--- src/sv/per_sensor_running_average_alarm_unit_assert.svh ---
// assertion macros for the per-sensor running average alarm unit
// used by psraa_table and the top level; no other dependencies
`ifndef PER_SENSOR_RUNNING_AVERAGE_ALARM_UNIT_ASSERT_SVH
`define PER_SENSOR_RUNNING_AVERAGE_ALARM_UNIT_ASSERT_SVH

// same-cycle implication
`define PSRAA_ASSERT_IMPLY(label, clk, rst_n, ante, cons) \
	label: assert property (@(posedge clk) disable iff (!rst_n) (ante) |-> (cons)) \
		else $error("implication check failed");

// fixed-latency implication
`define PSRAA_ASSERT_LAT(label, clk, rst_n, ante, n, cons) \
	label: assert property (@(posedge clk) disable iff (!rst_n) (ante) |-> ##n (cons)) \
		else $error("latency check failed");

`endif

--- src/sv/psraa_pkg.sv ---
// shared types and constants of the per-sensor running average alarm unit
// no dependencies
`timescale 1ns / 1ps

package psraa_pkg;

	localparam int TABLE_ENTRIES = 16;
	localparam int WINDOW_LENGTH = 5;

	localparam int ID_W   = 16;
	localparam int ROOM_W = 16;
	localparam int TEMP_W = 16;
	localparam int TIME_W = 32;

	localparam int IDX_W  = (TABLE_ENTRIES > 1) ? $clog2(TABLE_ENTRIES) : 1;
	localparam int USED_W = $clog2(TABLE_ENTRIES + 1);
	localparam int SLOT_W = $clog2(WINDOW_LENGTH);
	localparam int CNT_W  = $clog2(WINDOW_LENGTH + 1);

	// divide by the window length through a reciprocal multiply
	localparam int SUM_W       = TEMP_W + $clog2(WINDOW_LENGTH) + 1;
	localparam int RECIP_SHIFT = SUM_W + $clog2(WINDOW_LENGTH);
	localparam int RECIP_W     = SUM_W + 1;
	localparam int PROD_W      = SUM_W + RECIP_W;
	localparam int QUO_W       = TEMP_W + 1;
	localparam logic [RECIP_W-1:0] RECIP = RECIP_W'(
		((64'd1 << RECIP_SHIFT) + 64'(WINDOW_LENGTH) - 64'd1) / 64'(WINDOW_LENGTH));

	localparam logic [CNT_W-1:0]  CNT_FULL = CNT_W'(WINDOW_LENGTH);
	localparam logic [CNT_W-1:0]  CNT_LAST = CNT_W'(WINDOW_LENGTH - 1);
	localparam logic [USED_W-1:0] USED_MAX = USED_W'(TABLE_ENTRIES);

	typedef logic signed [TEMP_W-1:0] temp_t;
	typedef temp_t [WINDOW_LENGTH-1:0] window_t;

	localparam temp_t MIN_TEMP_RESET = 16'sd2560;
	localparam temp_t MAX_TEMP_RESET = 16'sd5120;

	typedef enum logic [2:0] {
		ST_REGISTERED = 3'd0,
		ST_FULL       = 3'd1,
		ST_UNKNOWN    = 3'd2,
		ST_FILLING    = 3'd3,
		ST_NORMAL     = 3'd4,
		ST_COLD       = 3'd5,
		ST_HOT        = 3'd6
	} status_t;

	typedef enum logic {
		REQ_REGISTER = 1'b0,
		REQ_MEASURE  = 1'b1
	} req_t;

	typedef enum logic {
		CFG_MIN_TEMP = 1'b0,
		CFG_MAX_TEMP = 1'b1
	} cfg_reg_t;

	typedef struct packed {
		req_t              req_type;
		logic [ID_W-1:0]   sensor_tag;
		logic [ROOM_W-1:0] room_id;
		temp_t             temperature;
		logic [TIME_W-1:0] timestamp;
	} item_t;

	typedef struct packed {
		status_t           status;
		logic              calc;
		logic [ID_W-1:0]   sensor_tag;
		logic [ROOM_W-1:0] room_id;
		logic [TIME_W-1:0] last_time;
	} meta_t;

	typedef struct packed {
		status_t           status;
		logic [ID_W-1:0]   sensor_tag;
		logic [ROOM_W-1:0] room_id;
		temp_t             average;
		logic [TIME_W-1:0] last_time;
	} result_t;

	typedef struct packed {
		temp_t min_temp;
		temp_t max_temp;
	} limits_t;

endpackage

--- src/sv/psraa_table.sv ---
// sensor table: id match, registration, sample window and timestamp update
// depends on psraa_pkg and per_sensor_running_average_alarm_unit_assert.svh
`timescale 1ns / 1ps
`include "per_sensor_running_average_alarm_unit_assert.svh"

module psraa_table (
	input  logic               clk,
	input  logic               arst_n,
	input  logic               vld_s1,
	input  psraa_pkg::item_t   item_s1,
	output logic               vld_s2,
	output psraa_pkg::meta_t   meta_s2,
	output psraa_pkg::window_t win_s2
);
	import psraa_pkg::*;

	logic [TABLE_ENTRIES-1:0] valid_q;
	logic [USED_W-1:0]        used_q;
	logic [ID_W-1:0]          sensor_q [TABLE_ENTRIES];
	logic [ROOM_W-1:0]        room_q   [TABLE_ENTRIES];
	logic [CNT_W-1:0]         count_q  [TABLE_ENTRIES];
	logic [TIME_W-1:0]        time_q   [TABLE_ENTRIES];
	window_t                  window_q [TABLE_ENTRIES];

	logic [TABLE_ENTRIES-1:0] hit;
	logic                     hit_any;
	logic [IDX_W-1:0]         hit_idx;
	logic                     table_full;
	logic [IDX_W-1:0]         wr_idx;
	logic [CNT_W-1:0]         cnt_rd;
	logic [CNT_W-1:0]         cnt_nx;
	window_t                  win_rd;
	window_t                  win_nx;
	logic                     full_nx;
	logic                     do_reg;
	logic                     do_meas;
	meta_t                    meta_nx;

	always_comb begin
		for (int i = 0; i < TABLE_ENTRIES; i++) begin
			hit[i] = valid_q[i] && (sensor_q[i] == item_s1.sensor_tag);
		end
	end

	// lowest matching entry
	always_comb begin
		hit_idx = '0;
		for (int i = TABLE_ENTRIES - 1; i >= 0; i--) begin
			if (hit[i]) begin
				hit_idx = IDX_W'(i);
			end
		end
	end

	assign hit_any    = |hit;
	assign table_full = (used_q == USED_MAX);
	assign wr_idx     = hit_any ? hit_idx : used_q[IDX_W-1:0];

	assign cnt_rd  = count_q[hit_idx];
	assign win_rd  = window_q[hit_idx];
	assign full_nx = (cnt_rd >= CNT_LAST);
	assign cnt_nx  = full_nx ? CNT_FULL : cnt_rd + CNT_W'(1);

	always_comb begin
		win_nx = win_rd;
		if (cnt_rd == CNT_FULL) begin
			for (int k = 0; k < WINDOW_LENGTH - 1; k++) begin
				win_nx[k] = win_rd[k + 1];
			end
			win_nx[WINDOW_LENGTH - 1] = item_s1.temperature;
		end else begin
			win_nx[cnt_rd[SLOT_W-1:0]] = item_s1.temperature;
		end
	end

	assign do_reg  = vld_s1 && (item_s1.req_type == REQ_REGISTER)
		&& (hit_any || !table_full);
	assign do_meas = vld_s1 && (item_s1.req_type == REQ_MEASURE) && hit_any;

	always_comb begin
		meta_nx.status     = ST_UNKNOWN;
		meta_nx.calc       = 1'b0;
		meta_nx.sensor_tag = item_s1.sensor_tag;
		meta_nx.room_id    = '0;
		meta_nx.last_time  = '0;
		unique case (item_s1.req_type)
			REQ_REGISTER: begin
				if (hit_any || !table_full) begin
					meta_nx.status  = ST_REGISTERED;
					meta_nx.room_id = item_s1.room_id;
				end else begin
					meta_nx.status = ST_FULL;
				end
			end
			REQ_MEASURE: begin
				if (hit_any) begin
					meta_nx.room_id = room_q[hit_idx];
					if (full_nx) begin
						meta_nx.status    = ST_NORMAL;
						meta_nx.calc      = 1'b1;
						meta_nx.last_time = item_s1.timestamp;
					end else begin
						meta_nx.status    = ST_FILLING;
						meta_nx.last_time = time_q[hit_idx];
					end
				end
			end
		endcase
	end

	always_ff @(posedge clk or negedge arst_n) begin
		if (!arst_n) begin
			valid_q <= '0;
			used_q  <= '0;
			vld_s2  <= 1'b0;
		end else begin
			vld_s2 <= vld_s1;
			if (do_reg) begin
				valid_q[wr_idx] <= 1'b1;
				if (!hit_any) begin
					used_q <= used_q + USED_W'(1);
				end
			end
		end
	end

	always_ff @(posedge clk) begin
		if (do_reg) begin
			sensor_q[wr_idx] <= item_s1.sensor_tag;
			room_q[wr_idx]   <= item_s1.room_id;
			count_q[wr_idx]  <= '0;
			time_q[wr_idx]   <= '0;
		end
		if (do_meas) begin
			count_q[hit_idx]  <= cnt_nx;
			window_q[hit_idx] <= win_nx;
			if (full_nx) begin
				time_q[hit_idx] <= item_s1.timestamp;
			end
		end
		if (vld_s1) begin
			meta_s2 <= meta_nx;
			win_s2  <= win_nx;
		end
	end

	`PSRAA_ASSERT_IMPLY(a_valid_matches_used, clk, arst_n,
		1'b1, $countones(valid_q) == int'(used_q))
	`PSRAA_ASSERT_IMPLY(a_ids_unique, clk, arst_n, vld_s1, $onehot0(hit))
	`PSRAA_ASSERT_IMPLY(a_full_only_when_used_up, clk, arst_n,
		vld_s2 && meta_s2.status == ST_FULL, used_q == USED_MAX)

endmodule

--- src/sv/psraa_avg.sv ---
// window sum, divide by the window length and threshold verdict
// depends on psraa_pkg
`timescale 1ns / 1ps

module psraa_avg (
	input  logic               clk,
	input  logic               arst_n,
	input  psraa_pkg::limits_t lim,
	input  logic               vld_s2,
	input  psraa_pkg::meta_t   meta_s2,
	input  psraa_pkg::window_t win_s2,
	output logic               done_q,
	output psraa_pkg::result_t res_q
);
	import psraa_pkg::*;

	logic signed [SUM_W-1:0] sum_nx;
	logic [SUM_W-1:0]        mag_nx;
	logic [PROD_W-1:0]       prod_nx;
	logic [QUO_W-1:0]        avg_full;
	temp_t                   avg_nx;
	result_t                 res_nx;

	logic                    vld_s3;
	meta_t                   meta_s3;
	logic                    neg_s3;
	logic [SUM_W-1:0]        mag_s3;

	logic                    vld_s4;
	meta_t                   meta_s4;
	logic                    neg_s4;
	logic [QUO_W-1:0]        quo_s4;

	always_comb begin
		sum_nx = '0;
		for (int k = 0; k < WINDOW_LENGTH; k++) begin
			sum_nx = sum_nx + SUM_W'($signed(win_s2[k]));
		end
	end

	assign mag_nx = sum_nx[SUM_W-1] ? SUM_W'(-sum_nx) : SUM_W'(sum_nx);

	assign prod_nx = PROD_W'(mag_s3) * PROD_W'(RECIP);

	// truncation toward zero: divide the magnitude, then restore the sign
	assign avg_full = neg_s4 ? (~quo_s4 + QUO_W'(1)) : quo_s4;
	assign avg_nx   = avg_full[TEMP_W-1:0];

	always_comb begin
		res_nx.status     = meta_s4.status;
		res_nx.sensor_tag = meta_s4.sensor_tag;
		res_nx.room_id    = meta_s4.room_id;
		res_nx.last_time  = meta_s4.last_time;
		res_nx.average    = '0;
		if (meta_s4.calc) begin
			res_nx.average = avg_nx;
			priority if ($signed(avg_nx) < $signed(lim.min_temp)) begin
				res_nx.status = ST_COLD;
			end else if ($signed(avg_nx) > $signed(lim.max_temp)) begin
				res_nx.status = ST_HOT;
			end else begin
				res_nx.status = ST_NORMAL;
			end
		end
	end

	always_ff @(posedge clk or negedge arst_n) begin
		if (!arst_n) begin
			vld_s3 <= 1'b0;
			vld_s4 <= 1'b0;
			done_q <= 1'b0;
		end else begin
			vld_s3 <= vld_s2;
			vld_s4 <= vld_s3;
			done_q <= vld_s4;
		end
	end

	always_ff @(posedge clk) begin
		if (vld_s2) begin
			meta_s3 <= meta_s2;
			neg_s3  <= sum_nx[SUM_W-1];
			mag_s3  <= mag_nx;
		end
		if (vld_s3) begin
			meta_s4 <= meta_s3;
			neg_s4  <= neg_s3;
			quo_s4  <= prod_nx[RECIP_SHIFT +: QUO_W];
		end
		if (vld_s4) begin
			res_q <= res_nx;
		end
	end

endmodule

--- src/sv/per_sensor_running_average_alarm_unit.sv ---
// top level of the per-sensor running average alarm unit: ports, input and config registers
// depends on psraa_pkg, psraa_table, psraa_avg and per_sensor_running_average_alarm_unit_assert.svh
`timescale 1ns / 1ps
`include "per_sensor_running_average_alarm_unit_assert.svh"

// Takes one transaction per clock (busy never rises) and gives exactly one result per
// transaction, on done for a single cycle and in order, once it has passed the input, table,
// sum, multiply and result registers; the receiver cannot stall, so results must be captured
// when done is high. The sensor table is read and updated in the cycle after acceptance, so
// back-to-back transactions to the same sensor see each other's updates. The window sum, the
// reciprocal multiply for the division and the threshold compare follow in three more
// register stages. Thresholds may be written only while no transaction is in flight.
module per_sensor_running_average_alarm_unit (
	input  logic                                    clk,
	input  logic                                    arst_n,
	input  logic                                    start,
	output logic                                    busy,
	input  logic                                    req_type,
	input  logic [psraa_pkg::ID_W-1:0]              sensor_tag,
	input  logic [psraa_pkg::ROOM_W-1:0]            room_id,
	input  logic signed [psraa_pkg::TEMP_W-1:0]     temperature,
	input  logic [psraa_pkg::TIME_W-1:0]            timestamp,
	input  logic                                    cfg_valid,
	output logic                                    cfg_ready,
	input  logic                                    cfg_index,
	input  logic [psraa_pkg::TEMP_W-1:0]            cfg_data,
	output logic                                    done,
	output logic [$bits(psraa_pkg::status_t)-1:0]   status,
	output logic [psraa_pkg::ID_W-1:0]              out_sensor_tag,
	output logic [psraa_pkg::ROOM_W-1:0]            out_room_id,
	output logic signed [psraa_pkg::TEMP_W-1:0]     average,
	output logic [psraa_pkg::TIME_W-1:0]            last_time
);
	import psraa_pkg::*;

	localparam int LATENCY = 5;

	logic    vld_s1;
	item_t   item_s1;
	limits_t lim_q;
	logic    vld_s2;
	meta_t   meta_s2;
	window_t win_s2;
	logic    done_q;
	result_t res_q;

	assign busy      = 1'b0;
	assign cfg_ready = 1'b1;

	always_ff @(posedge clk or negedge arst_n) begin
		if (!arst_n) begin
			vld_s1         <= 1'b0;
			lim_q.min_temp <= MIN_TEMP_RESET;
			lim_q.max_temp <= MAX_TEMP_RESET;
		end else begin
			vld_s1 <= start && !busy;
			if (cfg_valid && cfg_ready) begin
				unique case (cfg_reg_t'(cfg_index))
					CFG_MIN_TEMP: lim_q.min_temp <= cfg_data;
					CFG_MAX_TEMP: lim_q.max_temp <= cfg_data;
				endcase
			end
		end
	end

	always_ff @(posedge clk) begin
		if (start && !busy) begin
			item_s1.req_type    <= req_t'(req_type);
			item_s1.sensor_tag  <= sensor_tag;
			item_s1.room_id     <= room_id;
			item_s1.temperature <= temperature;
			item_s1.timestamp   <= timestamp;
		end
	end

	psraa_table u_table (
		.clk     (clk),
		.arst_n  (arst_n),
		.vld_s1  (vld_s1),
		.item_s1 (item_s1),
		.vld_s2  (vld_s2),
		.meta_s2 (meta_s2),
		.win_s2  (win_s2)
	);

	psraa_avg u_avg (
		.clk     (clk),
		.arst_n  (arst_n),
		.lim     (lim_q),
		.vld_s2  (vld_s2),
		.meta_s2 (meta_s2),
		.win_s2  (win_s2),
		.done_q  (done_q),
		.res_q   (res_q)
	);

	assign done           = done_q;
	assign status         = res_q.status;
	assign out_sensor_tag = res_q.sensor_tag;
	assign out_room_id    = res_q.room_id;
	assign average        = res_q.average;
	assign last_time      = res_q.last_time;

	`PSRAA_ASSERT_LAT(a_result_latency, clk, arst_n, start && !busy, LATENCY, done)
	`PSRAA_ASSERT_IMPLY(a_result_has_source, clk, arst_n, done, $past(start && !busy, LATENCY))
	`PSRAA_ASSERT_IMPLY(a_miss_gives_zeros, clk, arst_n,
		done && (status == ST_UNKNOWN || status == ST_FULL),
		out_room_id == '0 && average == '0 && last_time == '0)

endmodule
--- config.mk ---
export PLATFORM = sky130hd
export DESIGN_NAME = per_sensor_running_average_alarm_unit
export DESIGN_NICKNAME = d
export VERILOG_FILES = /design/src/sv/psraa_pkg.sv /design/src/sv/psraa_table.sv /design/src/sv/psraa_avg.sv /design/src/sv/per_sensor_running_average_alarm_unit.sv
export VERILOG_INCLUDE_DIRS = /design/src /design/src/sv
export SDC_FILE = /design/constraint.sdc
export NUM_CORES = 2
export LEC_CHECK = 0
export ABC_CLOCK_PERIOD_IN_PS = 27200
export BUFFER_PORTS_ARGS = -buffer_cell sky130_fd_sc_hd__buf_2
export CAP_MARGIN = 20
export CORE_ASPECT_RATIO = 2
export CORE_MARGIN = 8
export CORE_UTILIZATION = 40
export DETAILED_ROUTE_END_ITERATION = 10
export MAX_ROUTING_LAYER = met4
export PLACE_DENSITY = 0.59
export REMOVE_ABC_BUFFERS = 1
export SYNTH_ARGS = -nofsm -noshare
export SYNTH_HDL_FRONTEND = slang
export SYNTH_SLANG_ARGS = --single-unit
export TNS_END_PERCENT = 100
--- constraint.sdc ---
create_clock -name clk -period 27.2 [get_ports clk]
set_clock_uncertainty 0.05 [all_clocks]
set_input_delay 1.36 -clock clk [delete_from_list [all_inputs] [get_ports clk]]
set_output_delay 1.36 -clock clk [all_outputs]
set_load 0.01 [all_outputs]
Word-level counts from Yosys, hierarchy flattened
Memories as Yosys holds them, arrays and structs flattened.
Index checks and enable logic that the tools add are counted.
{ "totals": {"latchBits": 0, "register_bits": 544, "input_bits": 102, "rom_bits": 0, "out_inout_bits": 86, "n_memories": 5, "mem_bits_rw": 2352, "elab_cells": 169} }
{ "op_classes": {"n_bitwise": 5, "magnitude_cmp": 7, "n_div": 0, "add_sub_neg": 8, "shift": 0, "n_eq_ne": 18, "n_reduce_logical": 31, "n_mux": 50, "n_mul": 1} }
{ "memory_table": {"columns": ["memory", "depth", "width", "rd", "rd_clocked_by_memory_dff", "wr", "line_no", "text"], "rows": [
  ["u_table.window_q", 16, 80, 1, 0, 1, "psraa_table.sv:23", "window_t window_q [TABLE_ENTRIES];"],
  ["u_table.time_q", 16, 32, 1, 0, 1, "psraa_table.sv:22", "logic [TIME_W-1:0] time_q [TABLE_ENTRIES];"],
  ["u_table.room_q", 16, 16, 1, 0, 1, "psraa_table.sv:20", "logic [ROOM_W-1:0] room_q [TABLE_ENTRIES];"],
  ["u_table.sensor_q", 16, 16, 16, 0, 1, "psraa_table.sv:19", "logic [ID_W-1:0] sensor_q [TABLE_ENTRIES];"],
  ["u_table.count_q", 16, 3, 1, 0, 1, "psraa_table.sv:21", "logic [CNT_W-1:0] count_q [TABLE_ENTRIES];"]
]} }
{ "op_table": {"columns": ["cell", "n"], "rows": [
  ["16-bit == test", 16],
  ["80-bit bitwise mux", 1],
  ["4-bit 2-to-1 mux", 20],
  ["80-bit 2-to-1 mux", 1],
  ["32-bit 2-to-1 mux", 2],
  ["16-bit demux with 3-bit select", 1],
  ["16-bit 2-to-1 mux", 3],
  ["48-bit 2-to-1 mux", 1],
  ["20-bit by 16-bit adder with 20-bit output", 2],
  ["20-bit by 20-bit multiplier with 38-bit output (second input constant)", 1],
  ["16-bit one-hot mux with 2 select lines", 1],
  ["32-bit OR reduction", 1],
  ["1-bit logical AND", 22],
  ["20-bit negation", 1],
  ["19-bit 2-to-1 mux", 1],
  ["17-bit by 16-bit adder with 18-bit output", 1],
  ["16-bit by 16-bit adder with 17-bit output", 1],
  ["16-bit by 1-bit adder with 16-bit output (second input constant)", 1],
  ["16-bit > comparator", 1],
  ["16-bit less-than comparator", 1],
  ["16-bit inverter", 1],
  ["16-bit OR", 1],
  ["16-bit OR reduction", 1],
  ["3-bit 2-to-1 mux", 5],
  ["other kinds (18)", 33]
]} }

Longest topological paths before layout
An unclocked memory read counts as a cell.
{ "depth": {"word_depth": 26, "ltp_mapped": 32, "depth_no_buf": 31} }

By module
A second synthesis with hierarchy kept.
{ "hier_totals": {"cells_unflattened": 9182, "area_unflattened_um2": 124514.4} }
{ "by_module_without_submodules": {"columns": ["module", "seq_area_each_um2", "area_per_inst_um2", "n_inst", "cells_per_inst"], "rows": [
  ["psraa_table", 75592.5, 102340.7, 1, 7588],
  ["psraa_avg", 7792.5, 18438.9, 1, 1439],
  ["per_sensor_running_average_alarm_unit", 3263.1, 3734.8, 1, 155]
]} }

Worst setup path after synthesis
No wires, ideal clock.
{ "synth_path": {"path_type": "reg2reg", "start": "reg vld_s1", "end": "mem u_table.window_q[2][0] (netlist name) (enable)", "path_slack_ns": 17.249, "period_less_slack_ns": 9.951, "required_time_ns": 26.534, "stages_incl_launch_ff": 4, "setup_ns": 0.616, "n_path_buf": 1, "t_arrival_ns": 9.285, "cell_sequence": "dfrtp_1 -> clkbuf_1 -> nand2_1 -> nor3_1"} }
{ "synth_via": {"elab_chain_cells": 4} }
{ "synth_rtl": {"columns": ["item", "line_no", "text"], "rows": [
  ["start: declaration", "per_sensor_running_average_alarm_unit.sv:38", "logic vld_s1;"],
  ["start signal: assignment", "per_sensor_running_average_alarm_unit.sv:56", "vld_s1 <= start && !busy;"],
  ["1-bit logical AND (2 in series)", "psraa_table.sv:78", "assign do_meas = vld_s1 && (item_s1.req_type == REQ_MEASURE) && hit_any;"],
  ["1-bit 2-to-1 mux", "psraa_table.sv:134", "if (do_meas) begin"],
  ["1-bit 2-to-1 mux (implied by the code)", "psraa_table.sv:136", "window_q[hit_idx] <= win_nx;"],
  ["end: declaration", "psraa_table.sv:23", null]
]} }
Every way passes these cells.

==> impl_metrics.toml <==
[layout]
layout-drive-gt1-share_pct = 10.8
layout.nets = 9122
layout.cells.most_common_list = "2,835 x sky130_fd_sc_hd__edfxtp_1, 1,142 x sky130_fd_sc_hd__nand2_1, 720 x sky130_fd_sc_hd__mux2i_1, 383 x sky130_fd_sc_hd__inv_1, 291 x sky130_fd_sc_hd__a21oi_1"
area_growth_pct = 12.3
register_area_um2 = 86600
layout.filler_cells = 26874
layout_commonest_cell = "sky130_fd_sc_hd__edfxtp_1"
total_area_of_multi_input_combinational_cells_um2 = 33800

[logic_synthesis]
synth_async_sr_flop_share_pct = 2.00
synth-main-ff-cell = "sky130_fd_sc_hd__edfxtp_1"
postSynthAreaPerCell_um2 = 14.8
synthesized_instance_count = 8299
postSynthRegisterBits = 2893
synth-seq-area-share_pct = 70.3
syn-cell-area_um2 = 123000
number_of_enable_flip_flop_cells_after_synthesis = 2835
yosysWarnings = 0
synth_cell_types = 93

[placement]
placement.setup.worst_slack_ns = 18.68
place.port_buffers = 185
post-dp-hpwl_mm = 200
finalWeightedCongestion = 0.858

[detailed_routing]
route.detailed.wl_per_inst_um = 26.4
route.detailed.drc = 0
initialDrtViolationCount = 6124
routed-via-count = 70711
drtPass1Iterations = 6
wl_mm = 339
drt.antenna.violating_nets = 0
viasPerCell = 5.50

[critical_path]
cpPeakStageDelay_ns = 0.85
critPathCaptureType = "flop"
timing.critical_path.from_type = "flop"
path_cells = "buf_4, xor2_1, or4b_2, nor4_1, nand4_1, a21boi_2, buf_4, a21oi_4, buf_12, buf_12, buf_4, buf_4, mux2i_1, o22a_1, o221ai_1, or3_1, mux2i_1, o221ai_1"
crit_type = "flop to flop"
required_ns = 27.56
total_stage_count_of_the_critical_path = 18
critPathTopFamily = "buffers and inverters"
highest_net_fanout_along_the_worst_path = 135
critical_path.n_buffers_inverters = 6
cp.arrival_ns = 8.66
rr_worst_depth = 18
crit_top_cell = "sky130_fd_sc_hd__buf_4"
timing.critical_path.slowest_stage_cell = "sky130_fd_sc_hd__buf_4"

[pwr]
leakage_uw = 0.0518
power_density_nw_per_um2 = 141
ir_worst_vdd_uv = 721

[grt]
grt_util_all_layers_pct = 20.5
first_global_vias = 73055
grt_first_pass_wirelength_mm = 488
number_of_antenna_violations_at_the_first_check_in_global_routing = 14
globalRoute.totalOverflow = 0
grt_max_degree = 169

[timing]
worst-slew-pin-transition_ns = 1.24
finalHoldViolCount = 0
maxSlewViolCount = 0
fin_crit_sh_pct = 30.5
finalWorstSetupSlack_ns = 18.89
worst_slew_slack_as_a_fraction_of_its_limit_pct = 17.5
setup_violations = 0
setup_repair_after_global_routing_missed_its_margin = "false"
max_clock_freq_ghz = 0.120
final.setup.tns_ns = 0
finalCriticalPeriod_ns = 8.31

[clock_tree]
cts_tree = "built"
cts.sinks = 2893
hold_buffers = 0
cts_post_setup_buffers_inserted = 0
cts_root_buffer = "sky130_fd_sc_hd__clkbuf_16"
worstSkewPairLatency_ns = 0.88
postCtsResizedCells = 0
cts.reportedPaths.clkPinSlew_ns = 0.07
cts-htree-levels = 5
cts_max_path_buffers = 4
tritoncts.num_buffers = 269

[status]
outcome = "completed"

[floorplan]
std_cell_rows = 288
fp.dieW_um = 408
core_um2 = 307000
io-pin-count = 188
die_h_um = 801
fp.dieArea_um2 = 327000
start_util_pct = 40.1

[worst_hold_path]
hold_class = "flop to flop"
worstHoldPathCells = 0

[job]
maxCapViolCount = 0
[registers in the layout (all words and copies together) (netlist names)]
signal / cells
u_avg.neg_s4: 1
u_table.valid_q: 16
u_avg.vld_s3: 1
u_table.vld_s2: 1
u_table.meta_s2: 67
u_avg.meta_s3: 67
u_avg.neg_s3: 1
u_avg.mag_s3: 20
u_table.window_q: 1280
u_avg.res_q: 83
u_table.room_q: 256
lim_q: 32
u_table.win_s2: 80
u_avg.meta_s4: 67
u_table.time_q: 512
u_avg.done_q: 1
u_avg.quo_s4: 16
u_table.count_q: 48
item_s1: 81
u_table.used_q: 5
vld_s1: 1
u_table.sensor_q: 256
u_avg.vld_s4: 1
[worst paths after layout]
path / startpoint / end / slack [ns]
setup / recovery: item_s1[70] / u_table.window_q[7][34] / 18.89
hold / removal: u_avg.meta_s4[50] / u_avg.res_q[66] / 0.34
setup reg to reg: item_s1[70] / u_table.window_q[7][34] / 18.89
hold reg to reg: u_avg.meta_s4[50] / u_avg.res_q[66] / 0.34
max in group asynchronous: arst_n / vld_s1 / 25.40
min in group asynchronous: arst_n / lim_q[0] / 0.37
[layout make-up]
class	instances	share of cell area [%]
clock inverters	146	1.06
diodes	9	0.0163
clock buffers	329	5.23
flip-flops and latches	2893	62.6
inverters	383	1.04
multi-input cells	4638	24.4
well taps	4060	3.67
repair buffers	403	1.92
[power breakdown]
group | switching, uW | total (uW) | internal (uW)
clock network | 1640 | 3800 | 2160
registers | 145 | 5680 | 5540
logic | 5590 | 10100 | 4480
total | 7380 | 19600 | 12200
[Yosys cell counts (all sizes together), types with 9 or more instances]
library cell  instances  area share [%]
a211oi               66            0.41
a21o                 33            0.20
a21oi               293             1.2
a221oi               33            0.23
and2                 65            0.33
and3                132            0.67
and4b                 9           0.073
buf                 206            0.93
clkbuf              179            0.55
dfrtp                54             1.1
edfxtp             2835              69
fa                  175             2.8
ha                  257             2.6
inv                 383             1.2
mux2                 36            0.36
mux2i               720             5.9
nand2              1146             3.5
nand2b               38            0.19
nand3               226            0.94
nand4                43            0.22
nor2                227            0.71
nor2b                13           0.066
nor3                 43            0.17
nor4                 63            0.33
nor4b                 9           0.064
o21a                 10           0.061
o21ai               176            0.73
o221ai               48            0.35
o22a                 33            0.23
o22ai               197             1.0
o31ai                10           0.061
or2                  26            0.13
or3                  47            0.24
or4                  33            0.20
or4b                 10           0.084
xnor2               164             1.2
xor2                171             1.2
[stage by stage]
stage                     util (%)  hold slack, ns  instance area [um2]  total power [uW]  std cells
after floorplan                  -           0.350               121000             13100       7914
after global placement        42.1           0.353               129000             15900      12327
after detailed placement      42.1           0.355               129000             16000      12332
after CTS                     44.9           0.311               138000             20000      12807
after global routing          45.1           0.345               138000             21400      12861
final                         45.1           0.337               138000             19600      12861
[worst register-to-register path, stage by stage, from the launching register on]
cell and delay (ns):
sky130_fd_sc_hd__edfxtp_1 0.32, sky130_fd_sc_hd__buf_4 0.51, sky130_fd_sc_hd__xor2_1 0.19, sky130_fd_sc_hd__or4b_2 0.66, sky130_fd_sc_hd__nor4_1 0.20, sky130_fd_sc_hd__nand4_1 0.33
sky130_fd_sc_hd__a21boi_2 0.27, sky130_fd_sc_hd__buf_4 0.30, sky130_fd_sc_hd__a21oi_4 0.26, sky130_fd_sc_hd__buf_12 0.60, sky130_fd_sc_hd__buf_12 0.74, sky130_fd_sc_hd__buf_4 0.90
sky130_fd_sc_hd__buf_4 0.85, sky130_fd_sc_hd__mux2i_1 0.31, sky130_fd_sc_hd__o22a_1 0.16, sky130_fd_sc_hd__o221ai_1 0.09, sky130_fd_sc_hd__or3_1 0.42, sky130_fd_sc_hd__mux2i_1 0.17
sky130_fd_sc_hd__o221ai_1 0.50
[cell families after synthesis]
logic type,after synthesis,share of synthesized area [%]
compound gates,955,4.88
xor+xnor,335,2.38
fa+ha+maj,432,5.46
buf+inv,768,2.64
flops,2893,70.3
mux,756,6.22
other cells,2,0.00610
simple gates,2158,8.11
[routing by layer]
metal | global-route usage (%) | share of wire (%) | up-vias
li1 | - | - | 31283
met1 | 22.6 | 37 | 36285
met2 | 37.3 | 53 | 2361
met3 | 2.19 | 4.9 | 782
met4 | 8.86 | 5.0 | 0
met5 | - | 0 | -
No activity file was read; power rests on OpenSTA's default activity.
